===== config.mk =====
export PLATFORM = sky130hd
export DESIGN_NAME = lcs_div
export DESIGN_NICKNAME = d
export VERILOG_FILES = /design/src/rtl/core/lcs_pkg.sv /design/src/rtl/core/lcs_div.sv
export SDC_FILE = /design/constraint.sdc
export NUM_CORES = 1
export LEC_CHECK = 0
export BUFFER_PORTS_ARGS = -buffer_cell sky130_fd_sc_hd__buf_2
export CORE_AREA = 2 2 308 310
export DETAILED_ROUTE_END_ITERATION = 10
export DIE_AREA = 0 0 310 312
export GPL_TIMING_DRIVEN = 0
export PLACE_DENSITY = 0.57
export RECOVER_POWER = 50
export SETUP_SLACK_MARGIN = 0.3
export SYNTH_ARGS = -nofsm -noshare
export SYNTH_HDL_FRONTEND = slang
export SYNTH_SLANG_ARGS = --single-unit
export TNS_END_PERCENT = 5

===== constraint.sdc =====
create_clock -name clk_i -period 2.1 [get_ports clk_i]
set_input_delay 0.315 -clock clk_i [delete_from_list [all_inputs] [get_ports clk_i]]
set_output_delay 0.315 -clock clk_i [all_outputs]
set_load 0.01 [all_outputs]

===== src/rtl/core/lcs_pkg.sv =====
// ----------------------------------------------------------------------------
// lcs_pkg
// shared types and constants of the led line color scaler
// ----------------------------------------------------------------------------
package lcs_pkg;

  localparam int MaxSource = 256;
  localparam int MaxLeds   = 1024;
  localparam int FracBits  = 8;

  localparam int PosW  = 10;
  localparam int ChanW = 8;
  localparam int ColorW = 3 * ChanW;
  localparam int SlotW = $clog2(MaxSource);
  localparam int SrcCntW = 9;
  localparam int LedCntW = 11;
  localparam int NumW = PosW + SlotW;
  localparam int DenW = PosW;
  localparam int QuoW = SlotW + FracBits;
  localparam int PAddrW = 3;
  localparam int PDataW = 32;

  localparam logic KindLoad  = 1'b0;
  localparam logic KindPixel = 1'b1;

  localparam logic RegSourceCount = 1'b0;
  localparam logic RegLedCount    = 1'b1;

  typedef struct packed {
    logic             kind;
    logic [PosW-1:0]  position;
    logic [ChanW-1:0] red_in;
    logic [ChanW-1:0] green_in;
    logic [ChanW-1:0] blue_in;
  } req_t;

  typedef struct packed {
    logic [PosW-1:0]  led_index;
    logic [ChanW-1:0] red_out;
    logic [ChanW-1:0] green_out;
    logic [ChanW-1:0] blue_out;
  } res_t;

  typedef struct packed {
    logic              kind;
    logic [PosW-1:0]   pos;
    logic [ColorW-1:0] color;
    logic              sel_div;
    logic              upscale;
    logic [SlotW-1:0]  preset;
  } tag_t;

endpackage


===== src/rtl/core/lcs_div.sv =====
// ----------------------------------------------------------------------------
// lcs_div
// pipelined restoring divider, one quotient bit per stage
// ----------------------------------------------------------------------------
module lcs_div (
  input  logic                   clk_i,
  input  logic                   rst_ni,
  input  logic                   valid_i,
  input  logic [lcs_pkg::NumW-1:0] num_i,
  input  logic [lcs_pkg::DenW-1:0] den_i,
  input  lcs_pkg::tag_t          tag_i,
  output logic                   valid_o,
  output logic [lcs_pkg::QuoW-1:0] quo_o,
  output lcs_pkg::tag_t          tag_o
);
  import lcs_pkg::*;

  logic              vld  [QuoW+1];
  logic [DenW-1:0]   rem  [QuoW+1];
  logic [QuoW-1:0]   work [QuoW+1];
  logic [DenW-1:0]   den  [QuoW+1];
  tag_t              tag  [QuoW+1];

  assign vld[0]  = valid_i;
  assign rem[0]  = num_i[NumW-1:SlotW];
  assign work[0] = {num_i[SlotW-1:0], {FracBits{1'b0}}};
  assign den[0]  = den_i;
  assign tag[0]  = tag_i;

  for (genvar k = 0; k < QuoW; k++) begin : g_stage
    logic [DenW:0] trial;
    logic          ge;
    assign trial = {rem[k], work[k][QuoW-1]};
    assign ge    = trial >= {1'b0, den[k]};

    always_ff @(posedge clk_i or negedge rst_ni) begin
      if (!rst_ni) begin
        vld[k+1] <= 1'b0;
      end else begin
        vld[k+1] <= vld[k];
      end
    end

    always_ff @(posedge clk_i) begin
      rem[k+1]  <= ge ? DenW'(trial - {1'b0, den[k]}) : trial[DenW-1:0];
      work[k+1] <= {work[k][QuoW-2:0], ge};
      den[k+1]  <= den[k];
      tag[k+1]  <= tag[k];
    end
  end

  assign valid_o = vld[QuoW];
  assign quo_o   = work[QuoW];
  assign tag_o   = tag[QuoW];

endmodule


* After elaboration in Yosys (flattened, before gate mapping)
Index checks and enable logic that the tools add are counted.
** Storage, ports and cells
- Bits in registers :: 1200
- Memories :: 0
- Latch bits :: 0
- Bits in read-only memories :: 0
- Output and inout port bits :: 62
- Word-level logic and storage cells :: 211
- Memory bits (writable) :: 0
** Cells by class
- $mul :: 0
- Bitwise operators :: 0
- Div/mod/pow operators :: 0
- Shift-type cells :: 0
- Add/subtract/negate cells :: 15
- Reductions and logical operators :: 0
- Order comparisons :: 16
- Eq/ne operators :: 0
- Muxes and demuxes :: 15
** Operator list (number)
- $ge 11x10->1 :: 16
- $mux 10 :: 15
- $sub 10x10->10 :: 15

* Logic depth before layout (Yosys ltp)
- Depth in word-level cells :: 2
- Gate-level depth with buffers :: 10
- Depth with buffers taken out :: 10

* Worst setup path after synthesis
No wires, ideal clock.
- Path kind :: flip-flop to flip-flop
- Start :: register den[152] (netlist name)
- End :: register rem, in the netlist g_stage[2].trial[2]
- Cell stages (with the launch flop) :: 10
- Path buffers :: 1
- Clock period less this slack :: 2.153 ns
- Arrival :: 2.032 ns
- Library setup time :: 0.121 ns
- Slack :: -0.053 ns
- Cells stage by stage :: dfxtp_1 inv_1 ha_1 a21oi_2 nand2_1 a21oi_2 a21oi_1 or4_4 buf_6 mux2_4
** Between the ends
- Word-level cells in the longest chain between the ends :: 2
** Ends and longest elaborated chain
- start, declared :: RTL line lcs_div.sv:21 : logic [DenW-1:0] den [QuoW+1];
- start signal, assigned by index :: RTL line lcs_div.sv:47 : den[k+1] <= den[k];
- $ge 11x10->1 :: RTL line lcs_div.sv:34 : assign ge = trial >= {1'b0, den[k]};
- via g_stage[1].ge :: RTL line lcs_div.sv:32 : logic ge;
- $mux 10 :: RTL line lcs_div.sv:45 : rem[k+1] <= ge ? DenW'(trial - {1'b0, den[k]}) : trial[DenW-1:0];
- end signal, assigned by index :: RTL line lcs_div.sv:45
- end, declared :: RTL line lcs_div.sv:19 : logic [DenW-1:0] rem [QuoW+1];
The timed path passes the listed nets, and every way through them passes these cells.
A chain may end at the register's enable or synchronous reset.

* Worst setup path after layout
- Start :: register den[132] (netlist name)
- End :: register rem, in the netlist g_stage[4].trial[6]
** Between the ends
- Word-level cells in the longest chain between the ends :: 2
- Elaborated cells between the ends (all ways) :: 3
- Those cells by class :: add/sub: 1; order compare: 1; mux: 1
** Ends and longest elaborated chain (RTL line)
- $sub 10x10->10 or $ge 11x10->1 (tied branches) :: lcs_div.sv:45, lcs_div.sv:34
- $mux 10 * :: lcs_div.sv:45
Every way passes the cells marked *; elsewhere a longest branch is shown, timed or not.

==> results.toml <==
[outcome]
status = "complete, but fails checks"
failed_checks = "negative setup slack"

[synth]
yosys_warnings = 0
ys_seq_area_frac = 0.724
syn-num-nets = 2630
synth_area_leaders = "dfxtp_1 71%, ha_1 6.0%, mux2_2 2.7%, mux2_4 2.2%, inv_1 2.1%"
synthFlopType = "dfxtp_1"
synthTopCellsByCount = "1184 x dfxtp_1, 190 x inv_1, 159 x ha_1"
synth_top_cell_area_share = 0.712
synth_edf_count = 0
syn_inst = 2380
postSynth.asyncResetShare = 0.0133
synth_most_common_cell = "dfxtp_1"
ys_types = 47
ys_ff_latch = 1200
synth_area_leader_cell = "dfxtp_1"
synth_area_per_cell_um2 = 14.0
syn_area_mm2 = 0.0333

[timing]
setup_viol = 65
maxSlewViolCount = 0
tightest_slew_ns = 0.784
slew_headroom = 0.478
rsz0062_at_grt = "true"
layout_min_cycle_time_ns = 2.21
finClkSkew_ns = 0.0303
max_freq_mhz = 452
hold_viol = 0
tns_ns = -3.10
setup_ws_ns = -0.111
period_share = 1.05

[detailed_routing]
via_per_inst = 4.14
route.vias.total = 17100
drt-pass1-iter-count = 4
wire_per_inst_um = 12.0
drt-initial-drc-count = 625
routed_wl_mm = 49.7
remaining_drc_errors = 0
drtAntennaViolNets = 0

[finish]
antenna_cells = 0
stdcell_count = 4128
fin_util = 0.459
nets = 3028
multi_input_area_mm2 = 0.00943
drive_gt1_frac = 0.316
syn2layout_area_growth_pct = 28.3
regArea_mm2 = 0.0242
fill_cells = 8207

[power_and_ir_drop]
ir_drop_mv = 0.771
switching_share = 0.263
power.density_mw_per_mm2 = 1590
power_switching_mw = 17.9
p_leak_nw = 18.5
p_seq_frac = 0.411
p_int_mw = 50.1
p_clk_frac = 0.317
combinationalPowerShare = 0.272

[floorplanning]
start_util = 0.358
core_mm2 = 0.0930
dieHeight_um = 312
die_area_mm2 = 0.0967
io_pins = 138
die_x_um = 310
std_cell_rows = 112

[grt]
grt_overflow = 0
grt_max_degree = 17
grt_pass1_wl_mm = 81.5
grt_pass1_vias = 18200
antenna_found_initial = 0
grtUsageTotal = 0.101

[clock_network]
root_buffer = "clkbuf_16"
ctsHtreeMaxLevel = 3
clock_latency_ns = 0.69
cts_sinks = 1200
cts_tree = "done"
clk_pin_slew_worst_paths_ns = 0.06
cts_buffers = 117
clockBufferDepth = 3

[critical_path]
cp_data_required_time_ns = 2.67
critPathLaunchType = "flip-flop"
ff2ff_setup_slack_ns = -0.11
rr_worst_depth = 9
cp_max_fo = 6
crit_arrival_ns = 2.78
r2r-start = "den[132]$_DFF_P_"
reg2reg_to = "g_stage[4].trial[6]$_DFF_P_"
critPathCaptureType = "flip-flop"
critical_path_class = "reg2reg"

[hold_path]
hold_end = "g_stage[1].trial[1]$_DFF_P_"
min_from = "num_i[7]"
hold_path_class = "in2reg"
min_path_cells = 4

[placement]
dpl.cell_count = 3771
post-dp-hpwl_mm = 31.2
gp_congestion = 0.845
io_buffers = 137

[run]
drv_cap = 0
layout by cell type, fill, tap and decap left out, types with 11 or more instances in the layout:
cell / netlist / final
inv_1: 190 / 165
a21oi_1: 82 / 43
o21a_1: 31 / 31
dlygate4sd3_1: 0 / 75
dfrtp_1: 16 / 16
a211oi_1: 20 / 13
clkbuf_16: 0 / 121
buf_2: 8 / 121
nand4_1: 22 / 22
buf_4: 61 / 119
nor2b_1: 22 / 16
a21oi_2: 13 / 32
xor2_1: 46 / 46
a21o_1: 22 / 22
inv_2: 0 / 23
o21ai_0: 36 / 17
nor2_1: 74 / 61
a211o_1: 14 / 14
clkbuf_1: 0 / 36
o21bai_1: 16 / 15
nand2_2: 0 / 11
buf_6: 6 / 12
clkbuf_8: 0 / 28
bufinv_16: 0 / 15
nand2_1: 58 / 47
ha_1: 159 / 91
xnor2_1: 53 / 53
ha_4: 0 / 64
fa_2: 0 / 15
o21ai_2: 8 / 24
clkinv_2: 0 / 18
dfxtp_2: 0 / 71
mux2_2: 80 / 66
dfxtp_1: 1184 / 1109
mux2_4: 48 / 62
nor2_2: 0 / 11
a21oi_4: 0 / 20
timing repair:
action                     4_1_cts  5_1_grt
gates cloned                     1        3
hold endpoints to repair        90        1
hold buffers                    75        1
pin swaps                       79       53
gates resized for setup        229      111
setup buffers                   34       29
setup endpoints to repair      154      165
flip-flops by register name, summed over array words and instances (netlist names):
signal,cells
work,141
valid_o,1
den,150
quo_o,16
tag_o,45
vld,15
tag,675
g_stage.trial,157
worst max path at each step:
stage / start / to / slack, ns / cells past startpoint
after floorplan: den[91]$_DFF_P_ / g_stage[8].trial[2]$_DFF_P_ / 0.04 / 9
after global placement: den[111]$_DFF_P_ / g_stage[6].trial[4]$_DFF_P_ / -0.28 / 8
after detailed placement: den[111]$_DFF_P_ / g_stage[6].trial[9]$_DFF_P_ / -0.31 / 8
after CTS: g_stage[1].trial[0]$_DFF_P_ / g_stage[2].trial[9]$_DFF_P_ / -0.11 / 10
after global routing: den[142]$_DFF_P_ / g_stage[3].trial[2]$_DFF_P_ / -0.16 / 9
final: den[132]$_DFF_P_ / g_stage[4].trial[6]$_DFF_P_ / -0.11 / 9
routing by layer:
layer / GRT usage / vias up / wire, um / part of all wire
met5: 0 / - / 0 / 0
met4: 0.0590 / 0 / 2190 / 0.044
met3: 0.0290 / 168 / 2320 / 0.047
met2: 0.184 / 316 / 25600 / 0.51
met1: 0.101 / 8003 / 19600 / 0.39
li1: - / 8608 / - / -
power groups by stage:
stage / Clock, mW / Sequential [mW] / Combinational [mW]
3_5_place_dp: 0 / 28.2 / 14.7
5_1_grt: 23.4 / 28.3 / 20.0
4_1_cts: 22.5 / 28.0 / 17.1
2_1_floorplan: 0 / 27.7 / 12.2
6_report: 21.6 / 28.0 / 18.5
3_3_place_gp: 0 / 28.1 / 14.2
through the flow:
step	setup WS, ns	area (um2)	hold slack, ns	total power, mW
floorplan	0.0379	33600	0.0194	39.9
global placement	-0.280	35900	0.213	42.3
detailed placement	-0.315	35900	0.227	42.9
CTS	-0.106	42100	0.00793	67.5
global route	-0.159	42700	0.0680	71.8
finish	-0.111	42700	0.0875	68.1
final cells by class:
cell class | instances | area share
Buffer | 75 | 0.0156
Inverter | 190 | 0.0168
Tap cell | 1254 | 0.0367
Timing Repair Buffer | 278 | 0.0463
Sequential cell | 1200 | 0.567
Multi-Input combinational cell | 916 | 0.221
Clock buffer | 167 | 0.0805
Clock inverter | 48 | 0.0163
worst max-delay path, cell delays in order, from the launching register on:
cell and delay, ns:
dfxtp_2 0.34, inv_2 0.05, ha_4 0.24, a21oi_4 0.17
nand2_2 0.10, a21oi_4 0.16, a21oi_2 0.07, or4_4 0.48
clkbuf_16 0.19, mux2_4 0.29
kinds of logic (layout without fill, tap and decap cells):
logic type	after synthesis	count (layout)	synth area share
AO/OA/AOI/OAI	290	291	0.0598
XOR/XNOR	99	99	0.0260
adder cells (fa/ha/maj)	174	174	0.0688
buffers and inverters	265	758	0.0384
flip-flops	1200	1200	0.724
multiplexers	137	137	0.0514
AND/OR/NAND/NOR	215	215	0.0314
Note: power is estimated with default switching activity, not from simulation.
